[config.mk]
export PLATFORM = sky130hd
export DESIGN_NAME = tac_useq
export DESIGN_NICKNAME = d
export VERILOG_FILES = /design/src/hdl/tac_pkg.sv /design/src/hdl/tac_useq.sv
export SDC_FILE = /design/constraint.sdc
export NUM_CORES = 1
export LEC_CHECK = 0
export ABC_CLOCK_PERIOD_IN_PS = 4100
export BUFFER_PORTS_ARGS = -buffer_cell sky130_fd_sc_hd__buf_2
export CORE_ASPECT_RATIO = 1.75
export CORE_MARGIN = 10
export CORE_UTILIZATION = 35
export CTS_BUF_LIST = sky130_fd_sc_hd__clkbuf_8
export CTS_CLUSTER_DIAMETER = 200
export CTS_CLUSTER_SIZE = 10
export DETAILED_ROUTE_END_ITERATION = 16
export PLACE_DENSITY_LB_ADDON = 0.25
export RECOVER_POWER = 100
export SLEW_MARGIN = 20
export SYNTH_ARGS = -nofsm -noshare
export SYNTH_HDL_FRONTEND = slang
export SYNTH_SLANG_ARGS = --single-unit
[constraint.sdc]
create_clock -name clk -period 4.1 [get_ports clk]
set_clock_uncertainty 0.1 [all_clocks]
set_input_delay 0.41 -clock clk [delete_from_list [all_inputs] [get_ports clk]]
set_output_delay 0.41 -clock clk [all_outputs]
set_load 0.05 [all_outputs]
[src/hdl/tac_pkg.sv]
// Shared types, codes and the microcode program of the accumulator core.
// Depends on nothing; the top level, the sequencer and the datapath import it.
package tac_pkg;

  localparam logic [1:0] CMD_WR = 2'd0;
  localparam logic [1:0] CMD_RD = 2'd1;
  localparam logic [1:0] CMD_EX = 2'd2;

  localparam logic [7:0] OP_LDA  = 8'h00;
  localparam logic [7:0] OP_MOV  = 8'h01;
  localparam logic [7:0] OP_LDC  = 8'h06;
  localparam logic [7:0] OP_PSHA = 8'h38;
  localparam logic [7:0] OP_PSHC = 8'h39;
  localparam logic [7:0] OP_POP  = 8'h41;
  localparam logic [7:0] OP_ADD  = 8'h48;
  localparam logic [7:0] OP_JMP  = 8'h78;
  localparam logic [7:0] OP_HLT  = 8'hFF;

  localparam logic [15:0] SP_RESET = 16'h00FF;

  typedef logic [4:0] upc_t;

  localparam upc_t UA_WR    = 5'd0;
  localparam upc_t UA_RD0   = 5'd1;
  localparam upc_t UA_RD1   = 5'd2;
  localparam upc_t UA_EX0   = 5'd3;
  localparam upc_t UA_EX1   = 5'd4;
  localparam upc_t UA_LDA0  = 5'd5;
  localparam upc_t UA_LDA1  = 5'd6;
  localparam upc_t UA_MOV   = 5'd7;
  localparam upc_t UA_LDC0  = 5'd8;
  localparam upc_t UA_LDC1  = 5'd9;
  localparam upc_t UA_PSHA  = 5'd10;
  localparam upc_t UA_PSHC  = 5'd11;
  localparam upc_t UA_POP0  = 5'd12;
  localparam upc_t UA_POP1  = 5'd13;
  localparam upc_t UA_POP2  = 5'd14;
  localparam upc_t UA_ADD   = 5'd15;
  localparam upc_t UA_JMP0  = 5'd16;
  localparam upc_t UA_JMP1  = 5'd17;
  localparam upc_t UA_JMP2  = 5'd18;
  localparam upc_t UA_HLT   = 5'd19;
  localparam upc_t UA_UNK   = 5'd20;
  localparam upc_t UA_IDLE  = 5'd21;

  typedef enum logic [1:0] {AS_CMD, AS_PC, AS_SP} asel_t;
  typedef enum logic [1:0] {WD_CMD, WD_A, WD_C} wsel_t;
  typedef enum logic [3:0] {
    ALU_NONE, ALU_LDA_MEM, ALU_LDA_C, ALU_ADD, ALU_LDC_MEM,
    ALU_LO, ALU_JMP, ALU_RD, ALU_HALT, ALU_UNK
  } aluop_t;
  typedef enum logic [1:0] {SEQ_NEXT, SEQ_DISP, SEQ_DONE} seq_t;

  typedef struct packed {
    asel_t  addr_sel;
    wsel_t  wd_sel;
    logic   mem_rd;
    logic   mem_wr;
    logic   pc_inc;
    logic   sp_inc;
    logic   sp_dec;
    aluop_t op;
    seq_t   seq;
  } ucw_t;

  typedef struct packed {
    logic [7:0]  rd;
    logic [7:0]  acc;
    logic [7:0]  c;
    logic [15:0] pc;
    logic [15:0] sp;
    logic        carry;
    logic        ovf;
    logic        sign;
    logic        zero;
    logic        halted;
    logic        unk;
  } arch_t;

  localparam ucw_t UCW_NOP = '{AS_CMD, WD_CMD, 1'b0, 1'b0, 1'b0, 1'b0, 1'b0,
                               ALU_NONE, SEQ_NEXT};

  function automatic ucw_t ucode(input upc_t a);
    ucw_t w;
    w = UCW_NOP;
    unique case (a)
      UA_WR: begin
        w.mem_wr = 1'b1;
        w.seq = SEQ_DONE;
      end
      UA_RD0: begin
        w.mem_rd = 1'b1;
      end
      UA_RD1: begin
        w.op = ALU_RD;
        w.seq = SEQ_DONE;
      end
      UA_EX0, UA_LDA0, UA_LDC0, UA_JMP0: begin
        w.addr_sel = AS_PC;
        w.mem_rd = 1'b1;
        w.pc_inc = 1'b1;
      end
      UA_EX1: begin
        w.seq = SEQ_DISP;
      end
      UA_LDA1, UA_POP2: begin
        w.op = ALU_LDA_MEM;
        w.seq = SEQ_DONE;
      end
      UA_MOV: begin
        w.op = ALU_LDA_C;
        w.seq = SEQ_DONE;
      end
      UA_LDC1: begin
        w.op = ALU_LDC_MEM;
        w.seq = SEQ_DONE;
      end
      UA_PSHA: begin
        w.addr_sel = AS_SP;
        w.wd_sel = WD_A;
        w.mem_wr = 1'b1;
        w.sp_dec = 1'b1;
        w.seq = SEQ_DONE;
      end
      UA_PSHC: begin
        w.addr_sel = AS_SP;
        w.wd_sel = WD_C;
        w.mem_wr = 1'b1;
        w.sp_dec = 1'b1;
        w.seq = SEQ_DONE;
      end
      UA_POP0: begin
        w.sp_inc = 1'b1;
      end
      UA_POP1: begin
        w.addr_sel = AS_SP;
        w.mem_rd = 1'b1;
      end
      UA_ADD: begin
        w.op = ALU_ADD;
        w.seq = SEQ_DONE;
      end
      UA_JMP1: begin
        w.addr_sel = AS_PC;
        w.mem_rd = 1'b1;
        w.pc_inc = 1'b1;
        w.op = ALU_LO;
      end
      UA_JMP2: begin
        w.op = ALU_JMP;
        w.seq = SEQ_DONE;
      end
      UA_HLT: begin
        w.op = ALU_HALT;
        w.seq = SEQ_DONE;
      end
      UA_UNK: begin
        w.op = ALU_UNK;
        w.seq = SEQ_DONE;
      end
      default: begin
        w.seq = SEQ_DONE;
      end
    endcase
    return w;
  endfunction

  function automatic upc_t dispatch(input logic [7:0] op);
    upc_t a;
    unique case (op)
      OP_LDA:  a = UA_LDA0;
      OP_MOV:  a = UA_MOV;
      OP_LDC:  a = UA_LDC0;
      OP_PSHA: a = UA_PSHA;
      OP_PSHC: a = UA_PSHC;
      OP_POP:  a = UA_POP0;
      OP_ADD:  a = UA_ADD;
      OP_JMP:  a = UA_JMP0;
      OP_HLT:  a = UA_HLT;
      default: a = UA_UNK;
    endcase
    return a;
  endfunction

  function automatic upc_t entry(input logic [1:0] cmd, input logic halted);
    upc_t a;
    unique case (cmd)
      CMD_WR:  a = UA_WR;
      CMD_RD:  a = UA_RD0;
      CMD_EX:  a = halted ? UA_IDLE : UA_EX0;
      default: a = UA_IDLE;
    endcase
    return a;
  endfunction

endpackage

[src/hdl/tac_useq.sv]
// Microcode sequencer: step counter, program table and opcode dispatch.
// Depends on tac_pkg for the control word and the program.
module tac_useq (
  input  logic          clk,
  input  logic          rst_n,
  input  logic          start,
  input  logic [1:0]    cmd,
  input  logic          halted,
  input  logic [7:0]    opcode,
  input  logic          step_en,
  output tac_pkg::ucw_t cw,
  output logic          busy
);
  import tac_pkg::*;

  upc_t upc_r, upc_nxt;
  logic busy_r, busy_nxt;

  assign cw = busy_r ? ucode(upc_r) : UCW_NOP;
  assign busy = busy_r;

  always_comb begin
    upc_nxt = upc_r;
    busy_nxt = busy_r;
    if (start) begin
      upc_nxt = entry(cmd, halted);
      busy_nxt = 1'b1;
    end else if (busy_r && step_en) begin
      unique case (cw.seq)
        SEQ_NEXT: upc_nxt = upc_r + 5'd1;
        SEQ_DISP: upc_nxt = dispatch(opcode);
        SEQ_DONE: busy_nxt = 1'b0;
        default:  busy_nxt = 1'b0;
      endcase
    end
  end

  always_ff @(posedge clk) begin
    if (!rst_n) begin
      upc_r <= UA_IDLE;
      busy_r <= 1'b0;
    end else begin
      upc_r <= upc_nxt;
      busy_r <= busy_nxt;
    end
  end

endmodule

[After elaboration in Yosys (flattened, before gate mapping)]
Index checks and enable logic that the tools add are counted.
Word-level totals
  memory bits (read-only): 0
  word-level logic and storage cells: 71
  bits in registers: 6
  bits of input ports: 15
  memories: 0
  memory bits (writable): 0
  output and inout bits: 16
  latch bits: 0
Operators by class
  mux-type cells: 19
  multiply operators: 0
  divide/modulo/power cells: 0
  equality and inequality tests: 32
  shifts and indexed selects: 0
  bitwise gates (word level): 0
  magnitude comparators: 0
  add/subtract/negate cells: 1
  reductions and logical operators: 17
Operators by type and width (number)
  one-hot mux 5 bit (9 select lines): 1
  equality test 5 x 4 -> 1 bit, second input constant: 8
  one-hot mux 4 bit (9 select lines): 1
  equality test 5 bit, second input constant: 5
  equality test 8 x 7 -> 1 bit, second input constant: 3
  equality test 5 x 3 -> 1 bit, second input constant: 4
  equality test 8 x 6 -> 1 bit, second input constant: 2
  two-way mux 15 bit: 1
  two-way mux 5 bit: 3
  one-hot mux 5 bit (3 select lines): 1
  one-hot mux 2 bit (2 select lines): 3
  equality test 5 x 2 -> 1 bit, second input constant: 2
  one-hot mux 5 bit (2 select lines): 1
  equality test 8 x 1 -> 1 bit, second input constant: 1
  equality test 8 x 3 -> 1 bit, second input constant: 1
  equality test 8 bit, second input constant: 1
  logical NOT 8 bit: 1
  two-way mux 1 bit: 8
  OR reduction 8 bit: 1
  OR reduction 7 bit: 1
  OR reduction 2 bit: 3
  OR reduction 3 bit: 2
  adder 5 x 1 -> 5 bit, second input constant: 1
  equality test 5 x 1 -> 1 bit, second input constant: 1
  other kinds (10): 13

[Logic depth before layout (Yosys ltp)]
  depth in word-level cells: 9
  depth in mapped cells: 10

[Worst setup path before layout]
No wires, ideal clock.
  path kind: reg-to-output
  start point: register busy_r, in the netlist busy
  end point: output cw[14] (netlist bit)
  arrival time: 3211 ps
  slack: 379 ps
  path buffers: 1
  cell stages (with the launch flop): 5
  path through: dfxtp_1 -> clkbuf_1 -> nand2_1 -> nor4_1 -> o21bai_1
RTL lines
  start: declaration: RTL line tac_useq.sv:17  | logic busy_r, busy_nxt;
  start signal: assignment: RTL line tac_useq.sv:44  | busy_r <= busy_nxt;
  end: declaration: RTL line tac_useq.sv:11  | output tac_pkg::ucw_t cw,

==> results.yml <==
timing:
  clock.fmax_ghz: 0.3404
  min_period_ns: 2.938
  slew_headroom_pct: 58.69
  finalHoldViolations: 0
  setup_viol: 0
  tightest_slew_ns: 0.6139
  rsz0062_at_grt: "no"
  timing.final.crit_share_pct: 71.66
  drv_slew: 0
  setup_tns_ns: 0
logic_synthesis:
  syn_inst: 152
  synth_seq_cells: 6
  synth_top_cell_area_share_pct: 11.68
  yosysWarnings: 0
  syn_nets: 172
  synth_top_cell_by_area: "dfxtp_1"
  syn_area_um2: 1028
  avgSynthCellArea_um2: 6.766
  synthTopCellsByArea: "dfxtp_1 (12%), a21oi_1 (6.3%), ha_1 (6.1%)"
  synth_seq_area_share_pct: 11.68
  synthDistinctLibCells: 46
worst_setup_path:
  slowest_stage: "dfxtp_1"
  cp_slowest_stage_delay_ns: 0.69
  endpoint_kind: "output pin"
  cp.arrival_ns: 2.43
  path_cells: "nand2_1, nor4_1, o21bai_1, clkbuf_1"
  crit_family: "simple AND/OR/NAND/NOR gates"
  worst-path-stages: 4
  crit_buf_inv: 1
  critPathLaunchType: "flip-flop"
  reg2reg_setup_slack_ns: 1.44
  cp.required_ns: 3.59
  crit_type: "flip-flop to output pin"
  critPathMaxFanout: 18
  rr_worst_depth: 9
pwr:
  combPwrFrac_pct: 39.6
  sequentialPowerShare_pct: 28.1
  p_leak_uw: 0.0004867
  peakVddDrop_mv: 0.1170
  clkPwrFrac_pct: 32.2
  power_density_nw_per_um2: 230.3
  swShare_pct: 39.38
  p_switching_uw: 105.7
  p_int_uw: 162.7
route:
  via_per_inst: 5.926
  ant_nets: 0
  dr.pass1.iters: 4
  routed_wl_um: 3253
  drc: 0
  num_vias: 1197
  route.detailed.wl_per_inst_um: 16.10
  drt_first_iter_violations: 22
job:
  max-cap-violations: 0
global_routing:
  grt_pass1_vias: 1214
  grt_max_degree: 19
  antenna_found_initial: 0
  grt_overflow: 0
  grt_pass1_wl_um: 5119
  gr-usage-met3_pct: 2.348
  gr-usage-met1_pct: 9.777
  grt_usage_pct: 11.30
  use_met2_pct: 20.82
  busiest_layer: "met2"
final_layout:
  nets: 196
  drive_gt1_share_pct: 13.22
  layout_common_cells: "clkbuf_1 (17), nor2_1 (16), nand2_1 (15), a21oi_1 (14), buf_2 (14)"
  fin_cells: 202
  syn2layout_area_growth_pct: 13.26
  diodes: 0
  final_common_cell: "clkbuf_1"
  fillers: 324
die:
  die_w_um: 60.98
  core_um2: 2863
  io_pins: 31
  start_util_pct: 35.93
  row_count: 26
  die_y_um: 91.71
  dieArea_um2: 5592
clock_tree:
  cts_tree: "yes"
  post-cts-setup-buffers: 0
  cts_buffers: 3
  clk_pin_slew_worst_paths_ns: 0.04
  htreeDepth: 1
  clock_path_buffers: 2
  clk_latency_ns: 0.22
  hold_buffers: 0
  cts-resized-gates: 0
  cts_sinks: 6
  cts-root-buf: "clkbuf_8"
place:
  dp_cells: 199
  port_buffers: 30
  hpwl_um: 2640
  gp_congestion: 0.8375
hold_path:
  hold_depth: 2
  hp-class: "primary input to flip-flop"
outcome:
  status: "finished clean"
-- cells in the mapped netlist, drive strengths merged --
cell type	number
nand2	16
nor2	16
a21oi	14
o21ai	10
clkbuf	8
and3	6
dfxtp	6
inv	6
nand3	6
ha	5
nor2b	5
a31oi	4
buf	4
mux2i	4
nand2b	4
a21o	3
nor3	3
nor4	3
o211ai	3
a22oi	2
nand4	2
o22ai	2
o31ai	2
xnor2	2
xor2	2
a211oi	1
a21boi	1
a311o	1
a311oi	1
and4	1
mux2	1
nor3b	1
nor4b	1
o211a	1
o21bai	1
o221ai	1
o32ai	1
or2	1
or4	1
-- flip-flops by register name, summed over array words and instances (netlist names) --
signal / cells
upc_r: 5
busy: 1
-- logic make-up after synthesis --
kind of cell    synth area share, %
flops                         11.68
mux                           5.353
buf+inv                       7.908
simple gates                  32.60
xor+xnor                      3.407
fa+ha+maj                     6.083
compound gates                32.97
-- path summary, 6_finish.rpt --
check,to,startpoint
worst max-delay path,cw[14],upc_r[3]
worst min-delay path,upc_r[0],rst_n
worst max register to register,upc_r[1],upc_r[0]
worst min register to register,busy,busy
-- power by group through the flow --
stage               clock network, uW  registers [uW]  logic, uW
finish                           86.5            75.5        106
global route                     91.2            76.5        116
CTS                              88.4            75.6        111
detailed placement                  0            76.4        111
global placement                    0            76.0        108
floorplan                           0            70.6       86.6
-- per-layer routing --
metal / wire (um) / vias to the layer above
met5: 0 / -
met4: 129 / 0
met3: 157 / 10
met2: 1831 / 34
met1: 1135 / 552
li1: - / 601
-- area by class of cell --
type	count	area (um^2)	share of cell area (%)
inverter	6	22.52	1.933
clock buffer	3	41.29	3.545
multi-input combinational	128	812.0	69.71
tap	28	35.03	3.008
timing repair buffer	31	133.9	11.49
sequential	6	120.1	10.31
-- through the flow --
step	total power, uW	cell area [um^2]	hold WS (ns)	utilization, %	setup WS, ns
final	268.3	1165	0.3562	40.69	1.162
after global routing	283.6	1165	0.3769	40.69	1.004
after CTS	275.2	1204	0.3542	42.05	1.391
after detailed placement	187.0	1162	0.5839	40.60	1.606
after global placement	184.2	1162	0.5577	40.60	1.642
after floorplan	157.2	1028	0.3989	-	0.3788
Power figures use the tool's default switching activity.
