File: src/hdl/tac_pkg.sv
// Shared types, codes and the microcode program of the accumulator core.
// Depends on nothing; the top level, the sequencer and the datapath import it.
package tac_pkg;

  localparam logic [1:0] CMD_WR = 2'd0;
  localparam logic [1:0] CMD_RD = 2'd1;
  localparam logic [1:0] CMD_EX = 2'd2;

  localparam logic [7:0] OP_LDA  = 8'h00;
  localparam logic [7:0] OP_MOV  = 8'h01;
  localparam logic [7:0] OP_LDC  = 8'h06;
  localparam logic [7:0] OP_PSHA = 8'h38;
  localparam logic [7:0] OP_PSHC = 8'h39;
  localparam logic [7:0] OP_POP  = 8'h41;
  localparam logic [7:0] OP_ADD  = 8'h48;
  localparam logic [7:0] OP_JMP  = 8'h78;
  localparam logic [7:0] OP_HLT  = 8'hFF;

  localparam logic [15:0] SP_RESET = 16'h00FF;

  typedef logic [4:0] upc_t;

  localparam upc_t UA_WR    = 5'd0;
  localparam upc_t UA_RD0   = 5'd1;
  localparam upc_t UA_RD1   = 5'd2;
  localparam upc_t UA_EX0   = 5'd3;
  localparam upc_t UA_EX1   = 5'd4;
  localparam upc_t UA_LDA0  = 5'd5;
  localparam upc_t UA_LDA1  = 5'd6;
  localparam upc_t UA_MOV   = 5'd7;
  localparam upc_t UA_LDC0  = 5'd8;
  localparam upc_t UA_LDC1  = 5'd9;
  localparam upc_t UA_PSHA  = 5'd10;
  localparam upc_t UA_PSHC  = 5'd11;
  localparam upc_t UA_POP0  = 5'd12;
  localparam upc_t UA_POP1  = 5'd13;
  localparam upc_t UA_POP2  = 5'd14;
  localparam upc_t UA_ADD   = 5'd15;
  localparam upc_t UA_JMP0  = 5'd16;
  localparam upc_t UA_JMP1  = 5'd17;
  localparam upc_t UA_JMP2  = 5'd18;
  localparam upc_t UA_HLT   = 5'd19;
  localparam upc_t UA_UNK   = 5'd20;
  localparam upc_t UA_IDLE  = 5'd21;

  typedef enum logic [1:0] {AS_CMD, AS_PC, AS_SP} asel_t;
  typedef enum logic [1:0] {WD_CMD, WD_A, WD_C} wsel_t;
  typedef enum logic [3:0] {
    ALU_NONE, ALU_LDA_MEM, ALU_LDA_C, ALU_ADD, ALU_LDC_MEM,
    ALU_LO, ALU_JMP, ALU_RD, ALU_HALT, ALU_UNK
  } aluop_t;
  typedef enum logic [1:0] {SEQ_NEXT, SEQ_DISP, SEQ_DONE} seq_t;

  typedef struct packed {
    asel_t  addr_sel;
    wsel_t  wd_sel;
    logic   mem_rd;
    logic   mem_wr;
    logic   pc_inc;
    logic   sp_inc;
    logic   sp_dec;
    aluop_t op;
    seq_t   seq;
  } ucw_t;

  typedef struct packed {
    logic [7:0]  rd;
    logic [7:0]  acc;
    logic [7:0]  c;
    logic [15:0] pc;
    logic [15:0] sp;
    logic        carry;
    logic        ovf;
    logic        sign;
    logic        zero;
    logic        halted;
    logic        unk;
  } arch_t;

  localparam ucw_t UCW_NOP = '{AS_CMD, WD_CMD, 1'b0, 1'b0, 1'b0, 1'b0, 1'b0,
                               ALU_NONE, SEQ_NEXT};

  function automatic ucw_t ucode(input upc_t a);
    ucw_t w;
    w = UCW_NOP;
    unique case (a)
      UA_WR: begin
        w.mem_wr = 1'b1;
        w.seq = SEQ_DONE;
      end
      UA_RD0: begin
        w.mem_rd = 1'b1;
      end
      UA_RD1: begin
        w.op = ALU_RD;
        w.seq = SEQ_DONE;
      end
      UA_EX0, UA_LDA0, UA_LDC0, UA_JMP0: begin
        w.addr_sel = AS_PC;
        w.mem_rd = 1'b1;
        w.pc_inc = 1'b1;
      end
      UA_EX1: begin
        w.seq = SEQ_DISP;
      end
      UA_LDA1, UA_POP2: begin
        w.op = ALU_LDA_MEM;
        w.seq = SEQ_DONE;
      end
      UA_MOV: begin
        w.op = ALU_LDA_C;
        w.seq = SEQ_DONE;
      end
      UA_LDC1: begin
        w.op = ALU_LDC_MEM;
        w.seq = SEQ_DONE;
      end
      UA_PSHA: begin
        w.addr_sel = AS_SP;
        w.wd_sel = WD_A;
        w.mem_wr = 1'b1;
        w.sp_dec = 1'b1;
        w.seq = SEQ_DONE;
      end
      UA_PSHC: begin
        w.addr_sel = AS_SP;
        w.wd_sel = WD_C;
        w.mem_wr = 1'b1;
        w.sp_dec = 1'b1;
        w.seq = SEQ_DONE;
      end
      UA_POP0: begin
        w.sp_inc = 1'b1;
      end
      UA_POP1: begin
        w.addr_sel = AS_SP;
        w.mem_rd = 1'b1;
      end
      UA_ADD: begin
        w.op = ALU_ADD;
        w.seq = SEQ_DONE;
      end
      UA_JMP1: begin
        w.addr_sel = AS_PC;
        w.mem_rd = 1'b1;
        w.pc_inc = 1'b1;
        w.op = ALU_LO;
      end
      UA_JMP2: begin
        w.op = ALU_JMP;
        w.seq = SEQ_DONE;
      end
      UA_HLT: begin
        w.op = ALU_HALT;
        w.seq = SEQ_DONE;
      end
      UA_UNK: begin
        w.op = ALU_UNK;
        w.seq = SEQ_DONE;
      end
      default: begin
        w.seq = SEQ_DONE;
      end
    endcase
    return w;
  endfunction

  function automatic upc_t dispatch(input logic [7:0] op);
    upc_t a;
    unique case (op)
      OP_LDA:  a = UA_LDA0;
      OP_MOV:  a = UA_MOV;
      OP_LDC:  a = UA_LDC0;
      OP_PSHA: a = UA_PSHA;
      OP_PSHC: a = UA_PSHC;
      OP_POP:  a = UA_POP0;
      OP_ADD:  a = UA_ADD;
      OP_JMP:  a = UA_JMP0;
      OP_HLT:  a = UA_HLT;
      default: a = UA_UNK;
    endcase
    return a;
  endfunction

  function automatic upc_t entry(input logic [1:0] cmd, input logic halted);
    upc_t a;
    unique case (cmd)
      CMD_WR:  a = UA_WR;
      CMD_RD:  a = UA_RD0;
      CMD_EX:  a = halted ? UA_IDLE : UA_EX0;
      default: a = UA_IDLE;
    endcase
    return a;
  endfunction

endpackage

File: src/hdl/tac_dp.sv
// Datapath of the core: registers, flags, adder and memory address selection.
// Depends on tac_pkg; it is driven by the control word of tac_useq.
module tac_dp (
  input  logic           clk,
  input  logic           rst_n,
  input  logic           start,
  input  logic [15:0]    cmd_address,
  input  logic [7:0]     cmd_wdata,
  input  tac_pkg::ucw_t  cw,
  input  logic           step_en,
  input  logic [7:0]     rdata,
  output logic [15:0]    mem_addr,
  output logic [7:0]     mem_wdata,
  output logic           mem_we,
  output logic           mem_re,
  output tac_pkg::arch_t arch_q,
  output tac_pkg::arch_t arch_nxt
);
  import tac_pkg::*;

  arch_t       arch_r;
  logic [7:0]  lo_r, lo_nxt;
  logic [15:0] addr_r;
  logic [7:0]  wd_r;
  logic [8:0]  sum;
  logic [7:0]  a_new;
  logic        a_upd;

  assign arch_q = arch_r;
  assign sum = {1'b0, arch_r.acc} + {1'b0, arch_r.c};
  assign mem_we = cw.mem_wr & step_en;
  assign mem_re = cw.mem_rd & step_en;

  always_comb begin
    unique case (cw.addr_sel)
      AS_PC:   mem_addr = arch_r.pc;
      AS_SP:   mem_addr = arch_r.sp;
      default: mem_addr = addr_r;
    endcase
    unique case (cw.wd_sel)
      WD_A:    mem_wdata = arch_r.acc;
      WD_C:    mem_wdata = arch_r.c;
      default: mem_wdata = wd_r;
    endcase
  end

  always_comb begin
    arch_nxt = arch_r;
    lo_nxt = lo_r;
    a_new = arch_r.acc;
    a_upd = 1'b0;
    if (start) begin
      arch_nxt.rd = 8'h00;
      arch_nxt.unk = 1'b0;
    end
    if (step_en) begin
      if (cw.pc_inc) begin
        arch_nxt.pc = arch_r.pc + 16'd1;
      end
      if (cw.sp_inc) begin
        arch_nxt.sp = arch_r.sp + 16'd1;
      end
      if (cw.sp_dec) begin
        arch_nxt.sp = arch_r.sp - 16'd1;
      end
      unique case (cw.op)
        ALU_LDA_MEM: begin
          a_new = rdata;
          a_upd = 1'b1;
        end
        ALU_LDA_C: begin
          a_new = arch_r.c;
          a_upd = 1'b1;
        end
        ALU_ADD: begin
          a_new = sum[7:0];
          a_upd = 1'b1;
          arch_nxt.carry = sum[8];
          arch_nxt.ovf = (arch_r.acc[7] ^ sum[7]) & (arch_r.c[7] ^ sum[7]);
        end
        ALU_LDC_MEM: arch_nxt.c = rdata;
        ALU_LO:      lo_nxt = rdata;
        ALU_JMP:     arch_nxt.pc = {rdata, lo_r};
        ALU_RD:      arch_nxt.rd = rdata;
        ALU_HALT:    arch_nxt.halted = 1'b1;
        ALU_UNK:     arch_nxt.unk = 1'b1;
        default:     ;
      endcase
      if (a_upd) begin
        arch_nxt.acc = a_new;
        arch_nxt.sign = a_new[7];
        arch_nxt.zero = (a_new == 8'h00);
      end
    end
  end

  always_ff @(posedge clk) begin
    if (!rst_n) begin
      arch_r <= '{rd: 8'h00, acc: 8'h00, c: 8'h00, pc: 16'h0000, sp: SP_RESET,
                  carry: 1'b0, ovf: 1'b0, sign: 1'b0, zero: 1'b0,
                  halted: 1'b0, unk: 1'b0};
    end else begin
      arch_r <= arch_nxt;
    end
  end

  always_ff @(posedge clk) begin
    lo_r <= lo_nxt;
    if (start) begin
      addr_r <= cmd_address;
      wd_r <= cmd_wdata;
    end
  end

endmodule
File: config.mk
export PLATFORM = sky130hd
export DESIGN_NAME = tac_dp
export DESIGN_NICKNAME = d
export VERILOG_FILES = /design/src/hdl/tac_pkg.sv /design/src/hdl/tac_dp.sv
export SDC_FILE = /design/constraint.sdc
export NUM_CORES = 1
export LEC_CHECK = 0
export CORE_UTILIZATION = 31
export CTS_BUF_LIST = sky130_fd_sc_hd__clkbuf_16
export CTS_CLUSTER_DIAMETER = 60
export DETAILED_ROUTE_END_ITERATION = 10
export DONT_BUFFER_PORTS = 1
export SLEW_MARGIN = 20
export SYNTH_ARGS = -nofsm -noshare
export SYNTH_HDL_FRONTEND = slang
export SYNTH_SLANG_ARGS = --single-unit
File: constraint.sdc
create_clock -name clk -period 2.4 [get_ports clk]
set_clock_uncertainty 0.2 [all_clocks]
set_input_delay 0.24 -clock clk [delete_from_list [all_inputs] [get_ports clk]]
set_output_delay 0.24 -clock clk [all_outputs]
set_load 0.05 [all_outputs]
After elaboration in Yosys (flattened, before gate mapping) --
Index checks and enable logic that the tools add are counted.
Operators by class: equality and inequality tests 13, add/sub/neg operators 4, muxes and demuxes 20, bitwise logic cells 5, reductions and logical operators 3
Operators by type and width (count):
- 16-bit 2-to-1 mux | 4
- 62-bit 2-to-1 mux | 1
- 8-bit 2-to-1 mux | 5
- 16-bit by 1-bit adder with 16-bit output, second input constant | 2
- 16-bit one-hot mux with 2 select lines | 1
- 8-bit one-hot mux with 3 select lines | 1
- 4-bit by 3-bit equality test with 1-bit output, second input constant | 4
- 8-bit one-hot mux with 2 select lines | 1
- 16-bit by 1-bit subtractor with 16-bit output, second input constant | 1
- 8-bit by 8-bit adder with 9-bit output | 1
- 4-bit by 2-bit equality test with 1-bit output, second input constant | 2
- 4-bit equality test, second input constant | 2
- 8-bit zero test | 1
- 1-bit 2-to-1 mux | 5
- 2-bit by 1-bit equality test with 1-bit output, second input constant | 2
- 2-bit equality test, second input constant | 2
- 4-bit by 1-bit equality test with 1-bit output, second input constant | 1
- 2-bit 2-to-1 mux | 2
- 1-bit bitwise AND | 3
- 3-bit OR reduction | 1
- 2-bit AND reduction | 1
- 1-bit bitwise XOR | 2
Storage, ports and cells: bits in registers 94, output and inout bits 150

Logic depth before layout (Yosys ltp) --
Gate-level depths: netlist (run 1).
depth in word-level cells 6, mapped depth 8, depth with buffers taken out 8

Least setup slack after synthesis (run 1) --
Ideal clock, no wire load.
kind register -> output, from register arch_r (netlist bit arch_q[40]), to output arch_nxt[4] in the netlist's numbering, path buffers 0, path slack -1013 ps, stages on the path, launching flop included 8, data arrival time 2973 ps, cell sequence dfxtp_1 -> ha_1 -> or2_2 -> a41o_1 -> and4b_1 -> nor3_2 -> mux2i_1 -> a31oi_1
RTL lines:
- start: declaration | line tac_dp.sv:21 | arch_t arch_r;
- start signal: assignment | line tac_dp.sv:99 | arch_r <= '{rd: 8'h00, acc: 8'h00, c: 8'h00, pc: 16'h0000, sp: SP_RESET,
- start signal: assignment | line tac_dp.sv:103 | arch_r <= arch_nxt;
- end: declaration | line tac_dp.sv:17 | output tac_pkg::arch_t arch_nxt

==> impl_results.md, run 1 <==
- Number of clock sinks: 94
- Cts bufs inserted: 9
- Gr ovfl total: 0
- Fill cell count: 1448
- Die height: roughly 130 microns
- Syn Inst Count: 605
- Worst-path clk slew: 0.08 ns
- Vias in the first global route: 5558
- Worst min path class: primary input to register
- Share of Yosys cell area claimed by the top area cell type: 23.1%
- Latest clock arrival within the worst-skew pair: 0.36 ns
- Routed len/inst: ~20 microns
- Worst slew margin: around 28%
- Period Utilization, post-route: 127%
- Placement-stage cell area: 7680 sq um
- Status: finished, violations left
- Number of H-tree levels: 3
- Final setup vio count: 24
- Crit-path leading delay family: compound AO/OA/AOI/OAI gates
- Final #Nets: 866
- Slowest stage cell, crit path: dfxtp_4
- Most common cell in the netlist: nand2_1
- CP Capture Type: output port
- Clk buf depth: 2
- Max-slew violations: 0
- Antenna Nets Post-Route: 0
- Post-synth EDFFs: 32
- Synth Register Bits: 94
- Starting DRT DRC Count: 390
- Starting density of the core: 32.0%
- Area Growth Syn to Fin: 67.3%
- Failing checks: setup timing
- CP arrival: 2.61 ns
- Peak Freq: 328 MHz
- Post-Place Cells: 951
- GRT Util Overall: between 20% and 30%
- Detailed-route via count: 5503
- Initial antenna violation count: 0
- Cell area after synthesis: 5370 sq um
- Die X: between 100 and 150 microns
- Share of cells above drive strength 1: about 44%
- RR Startpoint: arch_q[47]
- CTS tree: done
- Syn Nets: 672
- 1st-pass router iterations: 5
- Synth Area per Inst: just under 9 sq um
- Final wirelength: 20600 microns
- Most frequent cells after synthesis: nand2_1 (68), dfxtp_1 (62), o21ai_0 (59)
- Worst-path cell chain: ha_4 -> fa_2 -> a21o_1 -> a221oi_2 -> xnor2_1 -> a22oi_2 -> and3_1 -> a32o_2 -> buf_12
- First-pass GRT wire length: 31000 microns
- Synth warn: 0
- Most used flip-flop cell after synthesis: dfxtp_1
- IO Port Bufs: 0
- Largest net degree at the start of global routing: 54
- Async set-or-reset flop fraction in the synthesized netlist: 0%
- Finished Cell Area: ~9000 sq um
- Delay of the slowest cell on the worst path: 0.36 ns
- DP HPWL: 14300 microns
- Max VDD drop: 377 uV
- Critical path buffers and inverters: 1
- Reg2reg end: arch_q[2]
- Final Critical Period: 3.05 ns
- Tightest Pin Transition: 1.09 ns
- Leading area contributor after synthesis: dfxtp_1
- Unrepaired setup endpoints after global routing: yes
- Rows: 47
- Diode count: 0
- # DRC: 0
- Cells taking the most area after synthesis: dfxtp_1 (23%), edfxtp_1 (18%), and2_1 (6.1%)
- Distinct cell type count after synthesis: 70
- Hold Crit Start: rst_n
- Final hold vios: 0
- Setup CP Type: register to output port
- Power Density: 523 nW/um^2
- Die area: 17800 sq um
- Cell depth of the worst flop-to-flop path: 10
- Startpoint types: register
- CP required: roughly 2.0 ns
- Vias per std cell: 5.37
- IO Count: 201
- PnR worst setup slack: -0.648 ns
- Hold Path End: arch_q[26]
- Max-cap viol count: 0
- Leak Pwr: 3.65 nW
- Worst reg2reg setup slack: -0.06 ns
- Root buf cell: clkbuf_16
- Core Region: 16800 sq um
- Seq/Total Area, Yosys: 41.0%
- Final GP Congestion: 0.861
- Worst hold path depth: 2
- Fin cells: 1024
- CP Max Fanout: 2
## cell type report
type	instances	area [sq um]	share of cell area, %
multi-input cells	458	3730	41.5
flip-flops and latches	94	2280	25.4
repair buffers	220	2280	25.4
well taps	220	275	3.06
clock buffers	9	225	2.51
clock inverters	7	110	1.23
inverters	16	73.8	0.822
## how the worst max path moves through the flow
stage                              end       start  slack (ns)  cells past startpoint
final                      arch_nxt[2]  arch_q[38]       -0.65                      9
after global routing       arch_nxt[2]  arch_q[38]       -0.71                      9
after CTS                  arch_nxt[2]  arch_q[38]       -0.60                      9
after detailed placement   arch_nxt[2]  arch_q[38]       -0.23                      9
after global placement     arch_nxt[2]  arch_q[38]       -0.22                      9
after floorplan           arch_nxt[21]   arch_q[7]       -0.29                      5
## stage by stage
stage / power [mW] / util [%] / worst slack [ns] / hold slack (ns) / TNS (ns)
after floorplan: 2.56 / - / -0.288 / 0.139 / -2.49
after global placement: 2.89 / 45.8 / -0.216 / 0.129 / -1.04
after detailed placement: 2.90 / 45.8 / -0.230 / 0.124 / -1.19
after CTS: 4.69 / 52.1 / -0.603 / 0.0154 / -7.96
after global routing: 4.86 / 53.6 / -0.712 / 0.0302 / -10.44
final: 4.70 / 53.6 / -0.648 / 0.0150 / -8.40
## report_power, final
part | switching (mW) | total [mW] | internal, mW
logic | 0.815 | 1.28 | 0.468
clock network | 0.725 | 1.67 | 0.941
registers | 0.0475 | 1.75 | 1.70
total | 1.59 | 4.70 | 3.11
## state kept, by name (all words and copies together), names as in the netlist
signal / flops
lo_r: 8
wd_r: 8
arch_q: 62
addr_r: 16
## logic make-up after synthesis
group / count (synthesis) / share of synthesized area [%]
AND/OR/NAND/NOR: 230 / 23.0
AO/OA/AOI/OAI: 179 / 21.7
flip-flops: 94 / 41.0
buffers and inverters: 53 / 4.03
XOR/XNOR: 20 / 3.68
adder cells (fa/ha/maj): 16 / 3.87
multiplexers: 13 / 2.63
## repair_timing
action	in CTS	in global routing
gates resized for setup	53	46
setup buffers	11	12
cloned	0	0
endpoints found under the setup margin	33	44
pin swaps	36	39
hold buffers	37	0
endpoints found under the hold margin	109	0
## layout by cell type, fill, tap and decap left out, types with 4 or more instances in the layout
master / count
buf_4: 132
nand2_1: 60
and2_1: 51
buf_12: 39
o21ai_1: 36
dlygate4sd3_1: 34
edfxtp_1: 32
dfxtp_1: 28
a22oi_1: 25
o21ai_0: 19
dfxtp_2: 18
nor2_1: 17
dfxtp_4: 16
inv_1: 15
buf_6: 14
nand3_1: 13
a21oi_1: 11
nand2b_1: 10
a21oi_2: 10
ha_1: 10
nand2_2: 9
mux2_2: 9
clkbuf_16: 9
nor2b_1: 8
a21oi_4: 8
or2_2: 7
a21o_1: 6
xnor2_1: 6
nand3_2: 6
o21a_1: 6
nand4_1: 6
xnor2_4: 6
nor3_1: 5
and3_1: 5
xor2_4: 5
ha_4: 5
a22o_1: 4
o21ai_2: 4
o22ai_2: 4
## metal layers
metal / GRT usage, % / vias up / routed length, microns / part of all wire, %
li1: - / 2573 / - / -
met3: 5.94 / 39 / 1610 / 7.8
met4: 8.27 / 0 / 549 / 2.7
met2: 40.2 / 230 / 10400 / 51
met1: 25.8 / 2661 / 7980 / 39
met5: 0 / - / 0 / 0
No activity file was read; power rests on OpenSTA's default activity.
==> run 2: changes to the inputs <==
CORE_MARGIN = 2   (was default)
SETUP_SLACK_MARGIN = 0.1   (was default)
==> run 2 against run 1 <==
  * Largest cell class unchanged
  * Flip-flop and latch count unchanged
  * Via count up 0.13%
  * Global-route usage down 0.26 points
  * Die area up 3.0%
  * Cell area up 2.9%
  * Critical endpoint unchanged
  * Sequential power about the same
  * Core utilization up 0.40 points
  * Cell count up 1.2%
  * Non-clock buffer count up 7
  * Register-to-register slack worse by 0.04 ns
  * Setup slack worse by 0.0077 ns
  * The flow still finishes with violations (setup timing)
==> impl_results.md, run 2 (same netlist as run 1, synthesis figures left out) <==
- Status: finished, violations left
- Failing checks: setup timing
- DP HPWL: 14600 microns
- Largest net degree at the start of global routing: 54
- Number of clock sinks: 94
- Worst min path class: primary input to register
- Slowest stage cell, crit path: dfxtp_4
- Max-slew violations: 0
- Starting DRT DRC Count: 296
- Vias in the first global route: 5424
- Worst-path cell chain: ha_4 -> fa_2 -> a21o_1 -> a221oi_4 -> xnor2_2 -> a22oi_2 -> and3_4 -> a32o_2 -> buf_12
- Core Region: 17100 sq um
- Period Utilization, post-route: 127%
- Power Density: 491 nW/um^2
- Area Growth Syn to Fin: 72.2%
- Commonest non-fill, non-tap cell in the layout: buf_4
- Final wirelength: 21200 microns
- Placement-stage cell area: 7700 sq um
- Delay of the slowest cell on the worst path: approximately 0.36 ns
- CP Capture Type: output port
- Rows: 48
- Max reg flops: 62
- Die X: between 100 and 150 microns
- Commonest non-fill, non-tap cells in the layout: buf_4 (134), nand2_1 (59), and2_1 (50)
- Leak Pwr: 3.72 nW
- Final GP Congestion: 0.848
- Max VDD drop: around 320 uV
- CP Max Fanout: 2
- Final hold vios: 0
- PnR worst setup slack: -0.656 ns
- CP arrival: ~2.6 ns
- Share of cells above drive strength 1: 47.7%
- Final Critical Period: a little over 3 ns
- IO Port Bufs: 0
- Worst slew margin: 29.3%
- First-pass GRT wire length: 30900 microns
- Antenna Nets Post-Route: 0
- Setup CP Type: register to output port
- CTS tree: done
- Routed len/inst: 20.4 microns
- Root buf cell: clkbuf_16
- Max-cap viol count: 0
- Crit-path leading delay family: compound AO/OA/AOI/OAI gates
- Detailed-route via count: 5510
- Diode count: 0
- CP required: 1.96 ns
- Vias per std cell: 5.32
- Tightest Pin Transition: 1.06 ns
- Finished Cell Area: 9240 sq um
- Fill cell count: 1463
- Worst-path clk slew: 0.07 ns
- Unrepaired setup endpoints after global routing: yes
- Initial antenna violation count: 0
- Area occupied by multi-input gates: 3990 sq um
- Total power: 4.54 mW
- FF/Latch Area: 2290 sq um
- Cts bufs inserted: 9
- Starting density of the core: 31.4%
- Number of H-tree levels: 3
- Startpoint types: register
- GRT Util Overall: about 22%
- 1st-pass router iterations: 4
- Critical path buffers and inverters: 1
- Peak Freq: 327 MHz
- # DRC: 0
- Die height: approximately 140 microns
- Clk buf depth: 2
- Gr ovfl total: 0
- Latest clock arrival within the worst-skew pair: about 0.36 ns
- Die area: 18400 sq um
- Final #Nets: around 870
- Final setup vio count: 24
- IO Count: 201
run 2: changes by cell type in the layout (fill, tap and decap cells not counted), sizes merged:
cell	before	now
buf	185	192
bufinv	3	1
clkinv	0	2
run 2: stage by stage:
| step | hold WS [ns] | utilization [%] | setup WS, ns | std cells | setup TNS (ns) |
|---|---|---|---|---|---|
| 2_1_floorplan | 0.139 | - | -0.266 | 605 | -2.51 |
| 3_3_place_gp | 0.119 | 45.0 | -0.313 | 956 | -1.15 |
| 3_5_place_dp | 0.131 | 45.0 | -0.295 | 956 | -1.25 |
| 4_1_cts | 0.00139 | 51.7 | -0.643 | 1028 | -8.17 |
| 5_1_grt | 0.0141 | 54.0 | -0.755 | 1036 | -10.04 |
| 6_report | 0.0146 | 54.0 | -0.656 | 1036 | -7.70 |
run 2: tightest hold or removal path, cell delays in order:
cell      delay, ns
nand2b_1       0.08
o21ai_1        0.06
and2_1         0.15
run 2: path summary, 6_finish.rpt:
path         startpoint     endpoint  slack [ns]  depth (start not counted)
max          arch_q[38]  arch_nxt[2]       -0.66                          9
min               start   arch_q[61]        0.01                          3
max reg2reg  arch_q[38]    arch_q[5]       -0.10                         10
min reg2reg  arch_q[61]   arch_q[61]        0.44                          3
run 2: report_power, final:
part	total, mW	switching (mW)	internal [mW]
clock	1.48	0.738	0.737
sequential	1.75	0.0418	1.70
combinational	1.32	0.835	0.483
run 2: metal layers:
layer	share of wire (%)	track usage, %	up-vias
li1	-	-	2595
met1	40	26.3	2665
met2	49	38.1	225
met3	9.4	8.16	25
met4	1.9	6.54	0
met5	0	0	-
run 2: layout make-up:
type                            count  share of cell area [%]
Clock inverter                      7                   0.785
Clock buffer                        9                    2.44
Sequential cell                    94                    24.7
Inverter                           16                   0.799
Tap cell                          225                    3.05
Multi-Input combinational cell    458                    43.2
Timing Repair Buffer              227                    25.0
run 2: timing repair:
| item | in CTS | in global routing |
|---|---|---|
| buffers inserted | 22 | 10 |
| endpoints found under the setup margin | 46 | 53 |
| hold buffers | 37 | 0 |
| pin swaps | 50 | 34 |
| hold endpoints to repair | 109 | 0 |
| gates resized for setup | 74 | 62 |
